### config.mk
export PLATFORM = sky130hd
export DESIGN_NAME = kicker_charge_command_limiter
export DESIGN_NICKNAME = d
export VERILOG_FILES = /design/src/hw/rtl/kccl_pkg.sv /design/src/hw/rtl/kicker_charge_command_limiter.sv
export VERILOG_INCLUDE_DIRS = /design/src /design/src/hw/rtl
export SDC_FILE = /design/constraint.sdc
export NUM_CORES = 1
export LEC_CHECK = 0
export ABC_CLOCK_PERIOD_IN_PS = 2950
export BUFFER_PORTS_ARGS = -buffer_cell sky130_fd_sc_hd__buf_2
export CAP_MARGIN = 0
export CORE_MARGIN = 2
export CORE_UTILIZATION = 47
export DETAILED_ROUTE_END_ITERATION = 8
export PLACE_DENSITY = 0.75
export SETUP_SLACK_MARGIN = 0.05
export SYNTH_ARGS = -nofsm -noshare
export SYNTH_HDL_FRONTEND = slang
export SYNTH_SLANG_ARGS = --single-unit
### constraint.sdc
create_clock -name clk -period 2.95 [get_ports clk]
set_clock_uncertainty 0.05 [all_clocks]
set_input_delay 0.4425 -clock clk [delete_from_list [all_inputs] [get_ports clk]]
set_output_delay 0.4425 -clock clk [all_outputs]
set_load 0.02 [all_outputs]
### src/hw/rtl/kicker_charge_command_limiter_assert.svh
// Assertion macros for the kicker charge command limiter.
// Each use names the label, the clock, the reset, the trigger, the check and a message.
`ifndef KICKER_CHARGE_COMMAND_LIMITER_ASSERT_SVH
`define KICKER_CHARGE_COMMAND_LIMITER_ASSERT_SVH

// Same-cycle implication
`define KCCL_ASSERT_NOW(label, clk_i, rst_i, trig, chk, msg) \
  label: assert property (@(posedge clk_i) disable iff (rst_i) (trig) |-> (chk)) \
    else $error(msg);

// Next-cycle implication
`define KCCL_ASSERT_NEXT(label, clk_i, rst_i, trig, chk, msg) \
  label: assert property (@(posedge clk_i) disable iff (rst_i) (trig) |=> (chk)) \
    else $error(msg);

`endif

### src/hw/rtl/kccl_pkg.sv
`default_nettype none

package kccl_pkg;

  // Field widths
  localparam int unsigned ElapsedW = 10;
  localparam int unsigned EstW     = 7;
  localparam int unsigned RampW    = 8;
  localparam int unsigned IdW      = 11;
  localparam int unsigned ByteW    = 8;
  localparam int unsigned CfgIdxW  = 3;
  localparam int unsigned CfgDataW = 11;
  localparam int unsigned InDataW  = 48;
  localparam int unsigned OutDataW = 48;

  // Register reset values
  localparam logic [ElapsedW-1:0] KickCooldownRst   = 10'd500;
  localparam logic [ElapsedW-1:0] ChargeCooldownRst = 10'd100;
  localparam logic [RampW-1:0]    RampPeriodRst     = 8'd50;

  // Estimate and counter limits
  localparam logic [ElapsedW-1:0] ElapsedMax  = '1;
  localparam logic [EstW-1:0]     FullPercent = 7'd100;
  localparam logic [EstW-1:0]     RampCeiling = 7'd99;
  localparam logic [ByteW-1:0]    ByteAll     = 8'hFF;

  typedef enum logic [2:0] {
    REQ_TICK         = 3'd0,
    REQ_KICK         = 3'd1,
    REQ_RESET_DIRECT = 3'd2,
    REQ_CHARGE       = 3'd3,
    REQ_FEEDBACK     = 3'd4
  } req_type_t;

  typedef enum logic [CfgIdxW-1:0] {
    CFG_KICK_COOLDOWN   = 3'd0,
    CFG_CHARGE_COOLDOWN = 3'd1,
    CFG_RAMP_PERIOD     = 3'd2,
    CFG_STRAIGHT_ID     = 3'd3,
    CFG_CHIP_ID         = 3'd4,
    CFG_CHARGE_ID       = 3'd5,
    CFG_DISCHARGE_ID    = 3'd6
  } cfg_index_t;

endpackage

`default_nettype wire

### src/hw/rtl/kicker_charge_command_limiter.sv
`default_nettype none

// Kicker charge command limiter. Each input beat carries one event (s_tuser = req_type):
// a millisecond tick, a kick, a direct reset, a charge/discharge command or charge
// feedback. Every beat yields exactly one output beat; m_tuser flags whether a bus
// frame goes out, and m_tdata always carries the current charge estimate. Kicks and
// charge commands inside their cooldown are dropped (frame flag low, no state change).
// Throughput is one beat per cycle while the sink is ready; a beat passes an input register
// and then a result register, where its result is held until the sink is ready to take it.
// The only limit on rate is back-pressure on the result register. Configuration writes
// take effect on the next cycle and must be made while no beat is in flight.

`include "kicker_charge_command_limiter_assert.svh"

module kicker_charge_command_limiter
  import kccl_pkg::*;
(
  input  wire logic                clk,
  input  wire logic                rst,
  // configuration write port
  input  wire logic                cfg_we,
  input  wire logic [CfgIdxW-1:0]  cfg_index,
  input  wire logic [CfgDataW-1:0] cfg_data,
  // input stream
  input  wire logic                s_tvalid,
  output logic                     s_tready,
  // kick_kind, kick_power, direct_request, charge_request, done_report, mode_report
  input  wire logic [InDataW-1:0]  s_tdata,
  // req_type
  input  wire logic [2:0]          s_tuser,
  // output stream
  output logic                     m_tvalid,
  input  wire logic                m_tready,
  // frame_id, frame_byte0, frame_byte1, frame_byte7, charge_estimate, zero pad
  output logic [OutDataW-1:0]      m_tdata,
  // frame_valid
  output logic [0:0]               m_tuser
);

  // configuration registers
  logic [ElapsedW-1:0] kick_cooldown_ms;
  logic [ElapsedW-1:0] charge_cooldown_ms;
  logic [RampW-1:0]    ramp_period;
  logic [IdW-1:0]      straight_kick_id;
  logic [IdW-1:0]      chip_kick_id;
  logic [IdW-1:0]      charge_start_id;
  logic [IdW-1:0]      discharge_start_id;

  // block state
  logic [ElapsedW-1:0] kick_elapsed,   kick_elapsed_next;
  logic [ElapsedW-1:0] charge_elapsed, charge_elapsed_next;
  logic [EstW-1:0]     cap_estimate,   cap_estimate_next;
  logic [RampW-1:0]    ramp_count,     ramp_count_next;

  // input register
  logic                in_valid;
  req_type_t           in_req;
  logic [ByteW-1:0]    in_kind, in_power, in_direct, in_chreq, in_done, in_mode;

  // result register
  logic                res_valid, res_valid_next;
  logic [IdW-1:0]      res_id,    res_id_next;
  logic [ByteW-1:0]    res_b0,    res_b0_next;
  logic [ByteW-1:0]    res_b1,    res_b1_next;
  logic [ByteW-1:0]    res_b7,    res_b7_next;
  logic [EstW-1:0]     res_est;

  logic advance;
  logic [RampW-1:0] ramp_inc;
  logic [IdW-1:0]   kind_id;

  // pipeline handshake: the input stage moves on whenever the result register frees up
  assign advance  = in_valid && (!m_tvalid || m_tready);
  assign s_tready = !in_valid || advance;

  // configuration writes
  always_ff @(posedge clk) begin
    if (rst) begin
      kick_cooldown_ms   <= KickCooldownRst;
      charge_cooldown_ms <= ChargeCooldownRst;
      ramp_period        <= RampPeriodRst;
      straight_kick_id   <= '0;
      chip_kick_id       <= '0;
      charge_start_id    <= '0;
      discharge_start_id <= '0;
    end else if (cfg_we) begin
      case (cfg_index_t'(cfg_index))
        CFG_KICK_COOLDOWN:   kick_cooldown_ms   <= cfg_data[ElapsedW-1:0];
        CFG_CHARGE_COOLDOWN: charge_cooldown_ms <= cfg_data[ElapsedW-1:0];
        CFG_RAMP_PERIOD:     ramp_period        <= cfg_data[RampW-1:0];
        CFG_STRAIGHT_ID:     straight_kick_id   <= cfg_data[IdW-1:0];
        CFG_CHIP_ID:         chip_kick_id       <= cfg_data[IdW-1:0];
        CFG_CHARGE_ID:       charge_start_id    <= cfg_data[IdW-1:0];
        CFG_DISCHARGE_ID:    discharge_start_id <= cfg_data[IdW-1:0];
        default: ;
      endcase
    end
  end

  // input register
  always_ff @(posedge clk) begin
    if (rst) begin
      in_valid <= 1'b0;
    end else if (s_tready) begin
      in_valid <= s_tvalid;
    end
  end

  always_ff @(posedge clk) begin
    if (s_tvalid && s_tready) begin
      in_req    <= req_type_t'(s_tuser);
      in_kind   <= s_tdata[7:0];
      in_power  <= s_tdata[15:8];
      in_direct <= s_tdata[23:16];
      in_chreq  <= s_tdata[31:24];
      in_done   <= s_tdata[39:32];
      in_mode   <= s_tdata[47:40];
    end
  end

  assign kind_id  = (in_kind == '0) ? straight_kick_id : chip_kick_id;
  assign ramp_inc = ramp_count + 1'b1;

  // event decode: state update and frame contents
  always_comb begin
    kick_elapsed_next   = kick_elapsed;
    charge_elapsed_next = charge_elapsed;
    cap_estimate_next   = cap_estimate;
    ramp_count_next     = ramp_count;
    res_valid_next      = 1'b0;
    res_id_next         = '0;
    res_b0_next         = '0;
    res_b1_next         = '0;
    res_b7_next         = '0;
    case (in_req)
      REQ_TICK: begin
        if (kick_elapsed != ElapsedMax) kick_elapsed_next = kick_elapsed + 1'b1;
        if (charge_elapsed != ElapsedMax) charge_elapsed_next = charge_elapsed + 1'b1;
      end
      REQ_KICK: begin
        if (kick_elapsed >= kick_cooldown_ms) begin
          res_valid_next    = 1'b1;
          res_id_next       = kind_id;
          res_b0_next       = in_power;
          res_b1_next       = (in_direct == 8'd1) ? ByteAll : '0;
          kick_elapsed_next = '0;
          // saturating subtract of the kick power
          if (in_power > {1'b0, cap_estimate}) cap_estimate_next = '0;
          else cap_estimate_next = cap_estimate - in_power[EstW-1:0];
        end
      end
      REQ_RESET_DIRECT: begin
        res_valid_next = 1'b1;
        res_id_next    = kind_id;
        res_b7_next    = ByteAll;
      end
      REQ_CHARGE: begin
        if (charge_elapsed >= charge_cooldown_ms) begin
          res_valid_next      = 1'b1;
          charge_elapsed_next = '0;
          if (in_chreq == '0) begin
            res_id_next = charge_start_id;
          end else begin
            res_id_next       = discharge_start_id;
            cap_estimate_next = '0;
          end
        end
      end
      REQ_FEEDBACK: begin
        if (in_done == ByteAll) begin
          cap_estimate_next = FullPercent;
        end else if (in_mode == ByteAll && cap_estimate < RampCeiling) begin
          // slow ramp: one percent per ramp_period charging reports
          if (ramp_inc >= ramp_period) begin
            ramp_count_next   = '0;
            cap_estimate_next = cap_estimate + 1'b1;
          end else begin
            ramp_count_next = ramp_inc;
          end
        end
      end
      default: ;
    endcase
  end

  // state registers
  always_ff @(posedge clk) begin
    if (rst) begin
      kick_elapsed   <= '0;
      charge_elapsed <= '0;
      cap_estimate   <= '0;
      ramp_count     <= '0;
    end else if (advance) begin
      kick_elapsed   <= kick_elapsed_next;
      charge_elapsed <= charge_elapsed_next;
      cap_estimate   <= cap_estimate_next;
      ramp_count     <= ramp_count_next;
    end
  end

  // result register
  always_ff @(posedge clk) begin
    if (rst) begin
      m_tvalid <= 1'b0;
    end else if (advance) begin
      m_tvalid <= 1'b1;
    end else if (m_tready) begin
      m_tvalid <= 1'b0;
    end
  end

  always_ff @(posedge clk) begin
    if (advance) begin
      res_valid <= res_valid_next;
      res_id    <= res_id_next;
      res_b0    <= res_b0_next;
      res_b1    <= res_b1_next;
      res_b7    <= res_b7_next;
      res_est   <= cap_estimate_next;
    end
  end

  assign m_tuser = res_valid;
  assign m_tdata = {6'd0, res_est, res_b7, res_b1, res_b0, res_id};

  // checks
  `KCCL_ASSERT_NOW(a_est_range, clk, rst, 1'b1, cap_estimate <= FullPercent,
    "charge estimate above full")
  `KCCL_ASSERT_NOW(a_no_frame_zero, clk, rst, m_tvalid && !m_tuser[0],
    m_tdata[34:0] == '0, "dropped beat carries frame bytes")
  `KCCL_ASSERT_NEXT(a_kick_restart, clk, rst, advance && in_req == REQ_KICK && res_valid_next,
    kick_elapsed == '0, "sent kick did not restart cooldown")
  `KCCL_ASSERT_NOW(a_stall_cause, clk, rst, !s_tready, in_valid && m_tvalid && !m_tready,
    "input stalled without output back-pressure")

endmodule

`default_nettype wire
# After elaboration in Yosys (flattened, before gate mapping)
# Cells that the tools add are included.
[classes]
add_sub_neg = 5
magnitude_cmp = 5
n_eq_ne = 19
muxes = 27
bitwise = 1
reduce_logical = 25
[op_table]
columns = ["cell", "count"]
rows = [
  ["$mux W7", 7],
  ["$mux W11", 4],
  ["$mux W10", 4],
  ["$pmux W10 S2", 2],
  ["$pmux W11 S3", 1],
  ["$mux W8", 3],
  ["$pmux W7 S3", 1],
  ["$add A10 B1 Y10 const B", 2],
  ["$ge A10 B10 Y1", 2],
  ["$ne A10 B10 Y1 const B", 2],
  ["$eq A8 B8 Y1 const B", 2],
  ["$logic_not A8 Y1", 2],
  ["$reduce_and A2 Y1", 8],
  ["$eq A3 B2 Y1 const B", 4],
  ["$eq A3 B3 Y1 const B", 4],
  ["$reduce_and A4 Y1", 3],
  ["$add A8 B1 Y8 const B", 1],
  ["$eq A8 B1 Y1 const B", 1],
  ["$ge A8 B8 Y1", 1],
  ["$gt A8 B7 Y1", 1],
  ["$ne A2 B2 Y1 const B", 4],
  ["$add A7 B1 Y7 const B", 1],
  ["$lt A7 B7 Y1 const B", 1],
  ["$sub A7 B7 Y7", 1],
  ["9 further kinds", 20],
]
[word_totals]
reg_bits = 203

# Logic depth before layout (Yosys ltp)
# Gate-level depths: netlist of run 1.
[logic_depth]
ltp_word = 6
depth_mapped = 13
ltp_nobuf = 12

# Worst setup path before layout of run 1
# Ideal clock, no wire load.
[synth_timing]
path_kind = "flip-flop to flip-flop"
startpoint = "register ramp_count[0]"
endpoint = "register res_est[4], data pin"
t_arrival_ns = 2.586
setup_slack_ns = 0.040
path_stages_with_launch = 14
period_less_slack_ns = 2.910
path_cell_list = "dfxtp_1 -> and3_1 -> and3_1 -> nand3_1 -> xnor2_1 -> ha_1 -> a21oi_1 -> o21ai_0 -> a31o_2 -> and4_1 -> buf_4 -> a311o_1 -> o31ai_2 -> a22oi_1"
[synth_between]
elab_chain_len = 6
[synth_rtl]
columns = ["element", "line_no", "rtl"]
rows = [
  ["from (decl)", "kicker_charge_command_limiter.sv:53", "logic [RampW-1:0] ramp_count, ramp_count_next;"],
  ["from (signal assigned)", "kicker_charge_command_limiter.sv:197", "ramp_count <= ramp_count_next;"],
  ["$add A8 B1 Y8", "kicker_charge_command_limiter.sv:122", "assign ramp_inc = ramp_count + 1'b1;"],
  ["$ge A8 B8 Y1", "kicker_charge_command_limiter.sv:174", "if (ramp_inc >= ramp_period) begin"],
  ["$mux W7", "kicker_charge_command_limiter.sv:174", ""],
  ["$mux W7", "kicker_charge_command_limiter.sv:172", "end else if (in_mode == ByteAll && cap_estimate < RampCeiling) begin"],
  ["$mux W7", "kicker_charge_command_limiter.sv:170", "if (in_done == ByteAll) begin"],
  ["$pmux W7 S3", "kicker_charge_command_limiter.sv:135", "case (in_req)"],
  ["net cap_estimate_next[4]", "kicker_charge_command_limiter.sv:52", "logic [EstW-1:0] cap_estimate, cap_estimate_next;"],
  ["to (signal assigned)", "kicker_charge_command_limiter.sv:219", "res_est <= cap_estimate_next;"],
  ["to (decl)", "kicker_charge_command_limiter.sv:66", "logic [EstW-1:0] res_est;"],
]
# The timed path passes the listed nets, and every way through them passes these cells.
# A chain may end at the register's enable or synchronous reset.

# Final worst setup path of run 1
[layout_timing]
startpoint = "register ramp_count[2]"
endpoint = "register res_est[4], data pin"
# Same word-level chain as after synthesis.

==> flow_summary.json, run 1 <==
{
  "grtUsageTotal_pct": 20.6,
  "critical_path.most_common_cell": "and3_4",
  "synth_fa_ha_area_share_pct": 6.65,
  "synthTopCellsByCount": "155 x nand2_1, 109 x dfxtp_1, 90 x a21oi_1",
  "syn_inst": 896,
  "area_delta_synth_final_pct": 15.6,
  "slew_viol_final": 0,
  "grt.overflow.total": 0,
  "wl_um": 20500,
  "drt_iter0_drc": 549,
  "crit_fanout": 7,
  "grt_pass1_wl_um": 32000,
  "cts_buffer_depth": 2,
  "synth_compound_area_share_pct": 15.0,
  "die_h_um": 141,
  "hold_viol_final": 0,
  "grt_pass1_vias": 6343,
  "synth-seq-cells": 189,
  "critPathKind": "reg -> reg",
  "drc": 0,
  "synth_xor_area_share_pct": 1.30,
  "diodes": 0,
  "cts_tree": "yes",
  "critPathCaptureType": "flip-flop",
  "drtAntennaViolNets": 0,
  "fin_setup_tns_ns": 0,
  "synth_flop_cell": "dfxtp_1",
  "via_per_inst": 5.58,
  "synth_area_leaders": "edfxtp_1 27%, dfxtp_1 25%, nand2_1 6.6%, ha_1 6.4%, a21oi_1 5.1%",
  "synth_top_family_by_area": "simple AND/OR/NAND/NOR gates",
  "power_mw": 5.43,
  "synth-simple-area-share_pct": 16.7,
  "drv_cap": 0,
  "peakVddDrop_v": 0.000378,
  "cts_max_level": 4,
  "tightest_slew_ns": 1.16,
  "yosys.area.top_type": "edfxtp_1",
  "leakage_nw": 4.08,
  "yosysWarnings": 0,
  "core_um2": 18100,
  "placementRows": 49,
  "postPlaceCellArea_um2": 9520,
  "yosysMostFrequentCell": "nand2_1",
  "drive_above_1_share_pct": 19.1,
  "period_needed_ns": 2.76,
  "fmax_mhz": 363,
  "cp.arrival_ns": 2.84,
  "design_area_um2": 10100,
  "synth_mux_area_share_pct": 2.74,
  "fin_nets": 1117,
  "power_density_nw_per_um2": 536,
  "cts_sinks": 189,
  "die-area_um2": 19800,
  "slew_headroom_pct": 22.8,
  "rsz0062_at_grt": "no",
  "finalCritPeriodShare_pct": 93.5,
  "wire_per_inst_um": 16.5,
  "syn_area_um2": 8770,
  "status": "finished clean",
  "yosysSeqAreaShare_pct": 52.3,
  "die_width_um": 141,
  "post-dp-hpwl_um": 14300,
  "yosys.area.top_type_share_pct": 27.4,
  "path_cells": "and3_4 > and3_4 > buf_4 > xor2_1 > ha_1 > a21oi_1 > o21ai_1 > a31o_2 > and4_4 > a311o_1 > o31ai_2 > a22oi_1",
  "min_path_type": "in -> reg",
  "cts_inserted_buffers": 17,
  "clockRootBuffer": "clkbuf_16",
  "crit_slowest_cell": "dfxtp_2",
  "synth_edf_count": 80,
  "drtPass1Iterations": 6,
  "critPathBufInv": 1,
  "place_congestion": 0.872,
  "portBuffers": 114,
  "start_util_pct": 48.3,
  "synthDistinctLibCells": 70,
  "finalSetupViolCount": 0,
  "path_clk_slew_ns": 0.07,
  "crit_path_max_incr_delay_ns": 0.32,
  "crit_required_ns": 3.03,
  "vias": 6937,
  "grt_max_degree": 70,
  "async_flop_share_pct": 0,
  "fillCellCount": 1597,
  "ios": 121,
  "clk_latency_ns": 0.43,
  "synth.avg_cell_area_um2": 9.78,
  "cts_hold_buffers": 0,
  "crit_family": "compound AO/OA/AOI/OAI gates",
  "start_kind": "flip-flop",
  "antenna_found_initial": 0
}
-- path summary, 6_finish.rpt --
check / from / end / slack [ns] / depth (start not counted)
worst min register to register: straight_kick_id[10] / straight_kick_id[10] / 0.40 / 2
worst max-delay path: ramp_count[2] / res_est[4] / 0.19 / 12
worst min-delay path: s_tdata[28] / in_chreq[4] / 0.13 / 1
worst max register to register: ramp_count[2] / res_est[4] / 0.19 / 12
-- sequential cells by signal, indices dropped and copies added (netlist names), 3 cells and up --
register / flops
chip_kick_id: 11
cap_estimate: 7
charge_elapsed: 10
ramp_period: 8
charge_cooldown_ms: 10
res_b0: 8
in_req: 3
in_kind: 8
in_direct: 8
res_id: 11
kick_elapsed: 10
in_chreq: 8
straight_kick_id: 11
res_est: 7
in_done: 8
kick_cooldown_ms: 10
charge_start_id: 11
in_power: 8
ramp_count: 8
in_mode: 8
discharge_start_id: 11
-- layout make-up --
cell class	instances	area [um2]	share of cell area [%]
Inverter	48	180	1.78
Timing Repair Buffer	135	732	7.22
Tap cell	229	287	2.83
Sequential cell	189	4590	45.3
Multi-Input combinational cell	610	3790	37.5
Clock inverter	12	114	1.12
Clock buffer	20	437	4.31
-- cells by family after synthesis --
group	count (synthesis)
DFF	189
and+or+nand+nor	312
muxes	24
AOI/OAI and AO/OA	209
buffers and inverters	102
other	1
adders and majority gates	46
xor gates and xnor gates	13
-- placed cells by master, fill, tap and decap left out, types with 4 or more instances in the layout --
cell / count
o21ai_1: 4
ha_1: 45
dfxtp_1: 106
mux2i_1: 24
o21ai_0: 25
and3_1: 9
xor2_1: 5
nand4_1: 5
edfxtp_1: 80
a22oi_1: 7
a211oi_1: 4
xnor2_1: 7
and3_4: 4
nand2b_1: 9
buf_2: 114
nor2b_1: 7
inv_1: 46
a21o_1: 7
or4_1: 4
nand3_1: 16
nor4_1: 5
o31ai_1: 6
buf_4: 20
nand2_1: 155
nor2_1: 47
clkinv_4: 4
o22ai_1: 12
clkbuf_16: 17
a21oi_1: 89
nor3_1: 20
o211ai_1: 19
or3_1: 11
conb_1: 6
-- stage by stage --
step	setup slack (ns)	cells	hold slack, ns	util [%]
finish	0.192	1243	0.130	55.8
global route	0.0735	1243	0.119	55.8
CTS	0.0781	1242	0.117	55.5
detailed placement	0.0312	1210	0.397	52.5
global placement	0.0622	1210	0.391	52.5
floorplan	0.0582	901	0.386	-
-- routing by layer --
| metal | wire (um) | GRT usage (%) | vias up | share of wire (%) |
|---|---|---|---|---|
| met5 | 0 | 0 | - | 0 |
| met3 | 1080 | 3.19 | 36 | 5.2 |
| met2 | 9620 | 33.2 | 247 | 47 |
| met4 | 560 | 8.74 | 0 | 2.7 |
| li1 | - | - | 3400 | - |
| met1 | 9270 | 27.8 | 3254 | 45 |
-- timing repair --
action	in CTS	in global routing
gates cloned	0	0
setup buffers	0	1
resized for setup	2	13
setup endpoints to repair	1	20
pin swaps	1	5
endpoints found under the hold margin	0	0
-- worst register-to-register path, stage by stage (launching register included) --
cell and delay [ns]:
dfxtp_2 0.32, and3_4 0.18, and3_4 0.18, buf_4 0.13, xor2_1 0.14, ha_1 0.29
a21oi_1 0.15, o21ai_1 0.07, a31o_2 0.24, and4_4 0.21, a311o_1 0.28, o31ai_2 0.08
a22oi_1 0.11
-- where the power goes --
part	internal, mW	switching [mW]
registers	2.82	0.0405
logic	0.136	0.274
clock network	1.17	0.995
Note: power is estimated with default switching activity, not from simulation.
==> inputs of run 2 (changes only) <==
--- a/config.mk
+++ b/config.mk
@@ -6,13 +6,13 @@
 export SDC_FILE = /design/constraint.sdc
 export NUM_CORES = 1
 export LEC_CHECK = 0
-export ABC_CLOCK_PERIOD_IN_PS = 2950
+export ABC_CLOCK_PERIOD_IN_PS = 3400
 export BUFFER_PORTS_ARGS = -buffer_cell sky130_fd_sc_hd__buf_2
 export CAP_MARGIN = 0
 export CORE_MARGIN = 2
 export CORE_UTILIZATION = 47
 export DETAILED_ROUTE_END_ITERATION = 8
-export PLACE_DENSITY = 0.75
+export PLACE_DENSITY = 0.72
 export SETUP_SLACK_MARGIN = 0.05
 export SYNTH_ARGS = -nofsm -noshare
 export SYNTH_HDL_FRONTEND = slang
==> constraint.sdc (replaced) <==
create_clock -name clk -period 3.4 [get_ports clk]
set_clock_uncertainty 0.05 [all_clocks]
set_input_delay 0.51 -clock clk [delete_from_list [all_inputs] [get_ports clk]]
set_output_delay 0.51 -clock clk [all_outputs]
set_load 0.02 [all_outputs]
==> run 2 against run 1 <==
Effect of this change:
- fmax decreased by 12%
- hold slack improved by 0.071 ns
- utilization decreased by 0.22 points
- non-clock buffer count decreased by 10
- clock power decreased by 6%
- count of clock-buffer cells in the layout increased by 1
- global-route usage decreased by 0.16 points
==> flow_summary.json, run 2 (same netlist as run 1, synthesis figures left out) <==
{
  "drv_cap": 0,
  "post-dp-hpwl_um": 14000,
  "cts_max_level": 4,
  "cts_inserted_buffers": 17,
  "finalSetupViolCount": 0,
  "clk_latency_ns": 0.44,
  "seqPwrFrac_pct": 50.9,
  "grt.overflow.total": 0,
  "r2r_cells": 12,
  "fin_nets": 1107,
  "crit_fanout": 9,
  "cp.arrival_ns": 3.23,
  "power_density_nw_per_um2": 483,
  "place_congestion": 0.866,
  "critPathKind": "reg -> reg",
  "sw_frac_of_total_pct": 23.1,
  "power.switching_mw": 1.13,
  "hold_viol_final": 0,
  "cts_sinks": 189,
  "period_needed_ns": 3.13,
  "finalCritPeriodShare_pct": 92.1,
  "placementRows": 49,
  "grt_max_degree": 82,
  "grtUsageTotal_pct": 20.4,
  "fmax_mhz": 319,
  "wl_um": 20100,
  "slew_headroom_pct": 33.2,
  "core_um2": 18100,
  "drive_above_1_share_pct": 18.2,
  "final_cell_mix": "155 x nand2_1, 114 x buf_2, 108 x dfxtp_1, 90 x a21oi_1, 80 x edfxtp_1",
  "slew_viol_final": 0,
  "layout_commonest_cell": "nand2_1",
  "r2r_slack_ns": 0.27,
  "cp-endpoint": "res_est[4]",
  "portBuffers": 114,
  "internal-power_mw": 3.74,
  "startpoint": "ramp_count[2]",
  "cts_buffer_depth": 2,
  "power_mw": 4.87,
  "die_width_um": 141,
  "start_kind": "flip-flop",
  "fin_setup_tns_ns": 0,
  "drtAntennaViolNets": 0,
  "crit_required_ns": 3.50,
  "status": "finished clean",
  "power_frac_clock_pct": 41.9,
  "path_clk_slew_ns": 0.07,
  "grt_pass1_vias": 6291,
  "drt_iter0_drc": 599,
  "drc": 0,
  "worstReg2RegEnd": "res_est[4]",
  "wire_per_inst_um": 16.3,
  "start_util_pct": 48.3,
  "via_per_inst": 5.49,
  "vias": 6770,
  "grt_pass1_wl_um": 31900,
  "drtPass1Iterations": 5,
  "area_delta_synth_final_pct": 15.1,
  "antenna_found_initial": 1,
  "die_h_um": 141,
  "critPathCaptureType": "flip-flop",
  "leakage_nw": 4.05,
  "clockRootBuffer": "clkbuf_16",
  "die-area_um2": 19800,
  "fin_util_pct": 55.6,
  "rsz0062_at_grt": "no",
  "tightest_slew_ns": 0.998,
  "rr_startpoint": "ramp_count[2]",
  "cts_tree": "yes",
  "min_path_type": "in -> reg",
  "peakVddDrop_v": 0.000368,
  "ios": 121,
  "p_comb_share_pct": 7.2
}
[run 2: cell count changes in the layout (fill, tap and decap cells not counted), moves of 2 or more]
cell and delta:
clkbuf_1 -3, dfxtp_2 -2, clkbuf_8 +2, a221oi_2 -2, clkinv_4 -2, buf_4 -9
a221oi_1 +2, and3_4 -2, clkinv_2 +2, clkinvlp_4 -2, dfxtp_1 +2
[run 2: critical path, stage by stage, from the launching register on]
cell and delay [ns]:
dfxtp_1 0.40, and3_4 0.23, and3_1 0.24, nand3_1 0.11
xnor2_1 0.19, ha_1 0.27, a21oi_1 0.13, o21ai_0 0.09
a31o_2 0.29, and4_2 0.31, a311o_1 0.36, o31ai_2 0.08
a22oi_1 0.10
[run 2: repair_timing]
action	CTS	global route
gates resized for setup	0	7
setup buffers	0	0
hold buffers	0	0
endpoints found under the setup margin	0	6
[run 2: final cells by class]
type,count,area (um2)
antenna,1,2.50
timing repair buffer,125,653
tap,229,287
fill,1563,8060
clock inverter,11,126
clock buffer,21,485
multi-input combinational,610,3770
inverter,48,180
sequential,189,4590
[run 2: worst min path at each step]
stage,start,cells past startpoint,endpoint
after floorplan,charge_start_id[0],2,charge_start_id[0]
after global placement,straight_kick_id[7],2,straight_kick_id[7]
after detailed placement,chip_kick_id[1],2,chip_kick_id[1]
after CTS,s_tdata[25],1,in_chreq[1]
after global routing,s_tdata[9],1,in_power[1]
final,s_tdata[34],1,in_done[2]
[run 2: routing by layer]
metal	vias up	share of wire, %	track usage (%)
met5	-	0	0
met4	0	2.8	7.58
met3	37	6.1	4.55
met2	249	47	32.6
met1	3114	44	27.5
li1	3370	-	-
[run 2: power by group through the flow]
stage          combinational (mW)  sequential, mW  clock (mW)
5_1_grt                     0.386            2.48        2.16
6_report                    0.351            2.48        2.04
3_5_place_dp                0.344            2.53           0
4_1_cts                     0.348            2.48        2.07
2_1_floorplan               0.208            2.54           0
3_3_place_gp                0.342            2.53           0
[run 2: per-stage QoR]
step	instances	worst slack, ns	area [um2]	hold slack [ns]
2_1_floorplan	901	0.490	8780	0.386
3_3_place_gp	1201	0.325	9450	0.391
3_5_place_dp	1201	0.189	9450	0.396
4_1_cts	1233	0.181	10100	0.188
5_1_grt	1234	0.0472	10100	0.185
6_report	1234	0.268	10100	0.201
==> inputs of run 3 (changes only) <==
--- a/config.mk
+++ b/config.mk
@@ -10,9 +10,9 @@
 export BUFFER_PORTS_ARGS = -buffer_cell sky130_fd_sc_hd__buf_2
 export CAP_MARGIN = 0
 export CORE_MARGIN = 2
-export CORE_UTILIZATION = 47
+export CORE_UTILIZATION = 40
 export DETAILED_ROUTE_END_ITERATION = 8
-export PLACE_DENSITY = 0.72
+export PLACE_DENSITY = 0.64
 export SETUP_SLACK_MARGIN = 0.05
 export SYNTH_ARGS = -nofsm -noshare
 export SYNTH_HDL_FRONTEND = slang
==> constraint.sdc (replaced) <==
create_clock -name clk -period 3.4 [get_ports clk]
set_clock_uncertainty 0.05 [all_clocks]
set_input_delay 0.17 -clock clk [delete_from_list [all_inputs] [get_ports clk]]
set_output_delay 0.17 -clock clk [all_outputs]
set_load 0.02 [all_outputs]
==> run 3 against run 2 <==
Effect of this change:
- combinational power rose by 16%
- sequential power barely moved
- flip-flop and latch count unchanged
- worst setup slack got worse by 0.0044 ns
- die area grew 17%
- largest power group unchanged
==> flow_summary.json, run 3 (same netlist as run 1, synthesis figures left out) <==
{
  "leakage_nw": 4.25,
  "placementRows": 54,
  "diodes": 0,
  "path_cells": "and3_2 > and3_2 > nand3_1 > xnor2_1 > ha_1 > a21oi_1 > o21ai_0 > a31o_2 > and4_2 > a41oi_1 > a2bb2oi_1 > o21ai_0",
  "cts_tree": "yes",
  "final_cells": 1337,
  "finalCritPeriodShare_pct": 92.3,
  "place_congestion": 0.872,
  "grt_max_degree": 47,
  "drv_cap": 0,
  "cts_inserted_buffers": 17,
  "ios": 121,
  "power_frac_clock_pct": 40.3,
  "portBuffers": 114,
  "hold_viol_final": 0,
  "tightest_slew_ns": 1.19,
  "p_comb_share_pct": 8.4,
  "slew_viol_final": 0,
  "die_h_um": 152,
  "fin_setup_tns_ns": 0,
  "area_delta_synth_final_pct": 21.2,
  "drtAntennaViolNets": 0,
  "drt_iter0_drc": 502,
  "power_density_nw_per_um2": 454,
  "vias": 7003,
  "holdPathStages": 4,
  "peakVddDrop_v": 0.000367,
  "grt_pass1_wl_um": 34400,
  "power.switching_mw": 1.24,
  "rsz0062_at_grt": "no",
  "crit_path_max_incr_delay_ns": 0.39,
  "wire_per_inst_um": 15.8,
  "use_met3_pct": 3.57,
  "die-area_um2": 23100,
  "cts_max_level": 4,
  "antenna_found_initial": 0,
  "clk_latency_ns": 0.44,
  "design_area_um2": 10600,
  "use_met1_pct": 23.1,
  "critPathCaptureType": "flip-flop",
  "grt.overflow.total": 0,
  "power_mw": 4.82,
  "crit_fanout": 9,
  "r2r_cells": 12,
  "cts_buffer_depth": 2,
  "worstReg2RegEnd": "res_est[5]",
  "post-dp-hpwl_um": 14500,
  "grtUsageTotal_pct": 18.4,
  "critPathKind": "reg -> reg",
  "clockRootBuffer": "clkbuf_16",
  "crit_slowest_cell": "dfxtp_1",
  "fin_nets": 1160,
  "min_from": "m_tready",
  "fillCellCount": 1990,
  "rr_startpoint": "ramp_count[2]",
  "r2r_slack_ns": 0.26,
  "drc": 0,
  "regArea_um2": 4580,
  "use_met2_pct": 31.5,
  "cts_sinks": 189,
  "start_kind": "flip-flop",
  "internal-power_mw": 3.59,
  "gr-max-usage-layer": "met2",
  "dp.cells": 1251,
  "min_path_type": "in -> reg",
  "path_clk_slew_ns": 0.08,
  "period_needed_ns": 3.14,
  "drive_above_1_share_pct": 16.8,
  "via_per_inst": 5.24,
  "final_cell_mix": "155 x nand2_1, 114 x buf_2, 109 x dfxtp_1, 90 x a21oi_1, 80 x edfxtp_1",
  "seqPwrFrac_pct": 51.3,
  "slew_headroom_pct": 20.6,
  "drtPass1Iterations": 5,
  "start_util_pct": 40.4,
  "min_to": "m_tvalid",
  "die_width_um": 152,
  "wl_um": 21200,
  "fmax_mhz": 319,
  "sw_frac_of_total_pct": 25.6,
  "status": "finished clean",
  "postPlaceCellArea_um2": 9500,
  "cp.arrival_ns": 3.26,
  "multi_input_area_um2": 3750,
  "core_um2": 21700,
  "crit_required_ns": 3.52,
  "layout_commonest_cell": "nand2_1",
  "fin_util_pct": 49.0,
  "finalSetupViolCount": 0,
  "grt_pass1_vias": 6796
}
run 3: metrics by stage:
| step | hold slack [ns] | setup slack (ns) |
|---|---|---|
| 3_3_place_gp | 0.297 | 0.298 |
| 6_report | 0.00747 | 0.263 |
| 3_5_place_dp | 0.298 | 0.242 |
| 4_1_cts | 0.00214 | 0.196 |
| 5_1_grt | 0.0120 | 0.0568 |
| 2_1_floorplan | 0.219 | 0.490 |
run 3: worst max path at each step:
stage / from / endpoint / slack [ns]
after global routing: ramp_count[0] / res_est[5] / 0.06
final: ramp_count[2] / res_est[5] / 0.26
after CTS: ramp_count[2] / res_est[5] / 0.20
after global placement: ramp_count[0] / res_est[4] / 0.30
after floorplan: ramp_count[0] / res_est[4] / 0.49
after detailed placement: ramp_count[2] / res_est[5] / 0.24
run 3: worst max-delay path, delay by kind of cell, from the launching register on:
| kind | cells | cell delay [ns] |
|---|---|---|
| and+or+nand+nor | 4 | 0.88 |
| AOI/OAI and AO/OA | 6 | 1.07 |
| adders and majority gates | 1 | 0.27 |
| xor gates and xnor gates | 1 | 0.20 |
| DFF | 1 | 0.39 |
run 3: power groups by stage:
stage          Combinational (mW)  Clock, mW  Sequential, mW
2_1_floorplan               0.208          0            2.54
3_3_place_gp                0.350          0            2.52
3_5_place_dp                0.352          0            2.53
4_1_cts                     0.403       1.99            2.47
5_1_grt                     0.446       2.06            2.48
6_report                    0.407       1.94            2.47
run 3: layout make-up:
class	instances	area share [%]
flip-flops and latches	189	43.1
multi-input cells	610	35.3
repair buffers	178	11.2
clock buffers	18	4.04
well taps	280	3.30
inverters	48	1.70
clock inverters	14	1.40
run 3: layer usage:
layer,vias up,wire [um]
li1,3480,-
met1,3312,9400
met2,182,10400
met3,29,929
met4,0,433
met5,-,0
run 3: what timing repair did:
| item | in CTS | in global routing |
|---|---|---|
| endpoints found under the hold margin | 57 | 0 |
| resized for setup | 0 | 3 |
| buffers inserted | 0 | 0 |
| setup endpoints to repair | 0 | 5 |
| hold buffers | 54 | 0 |
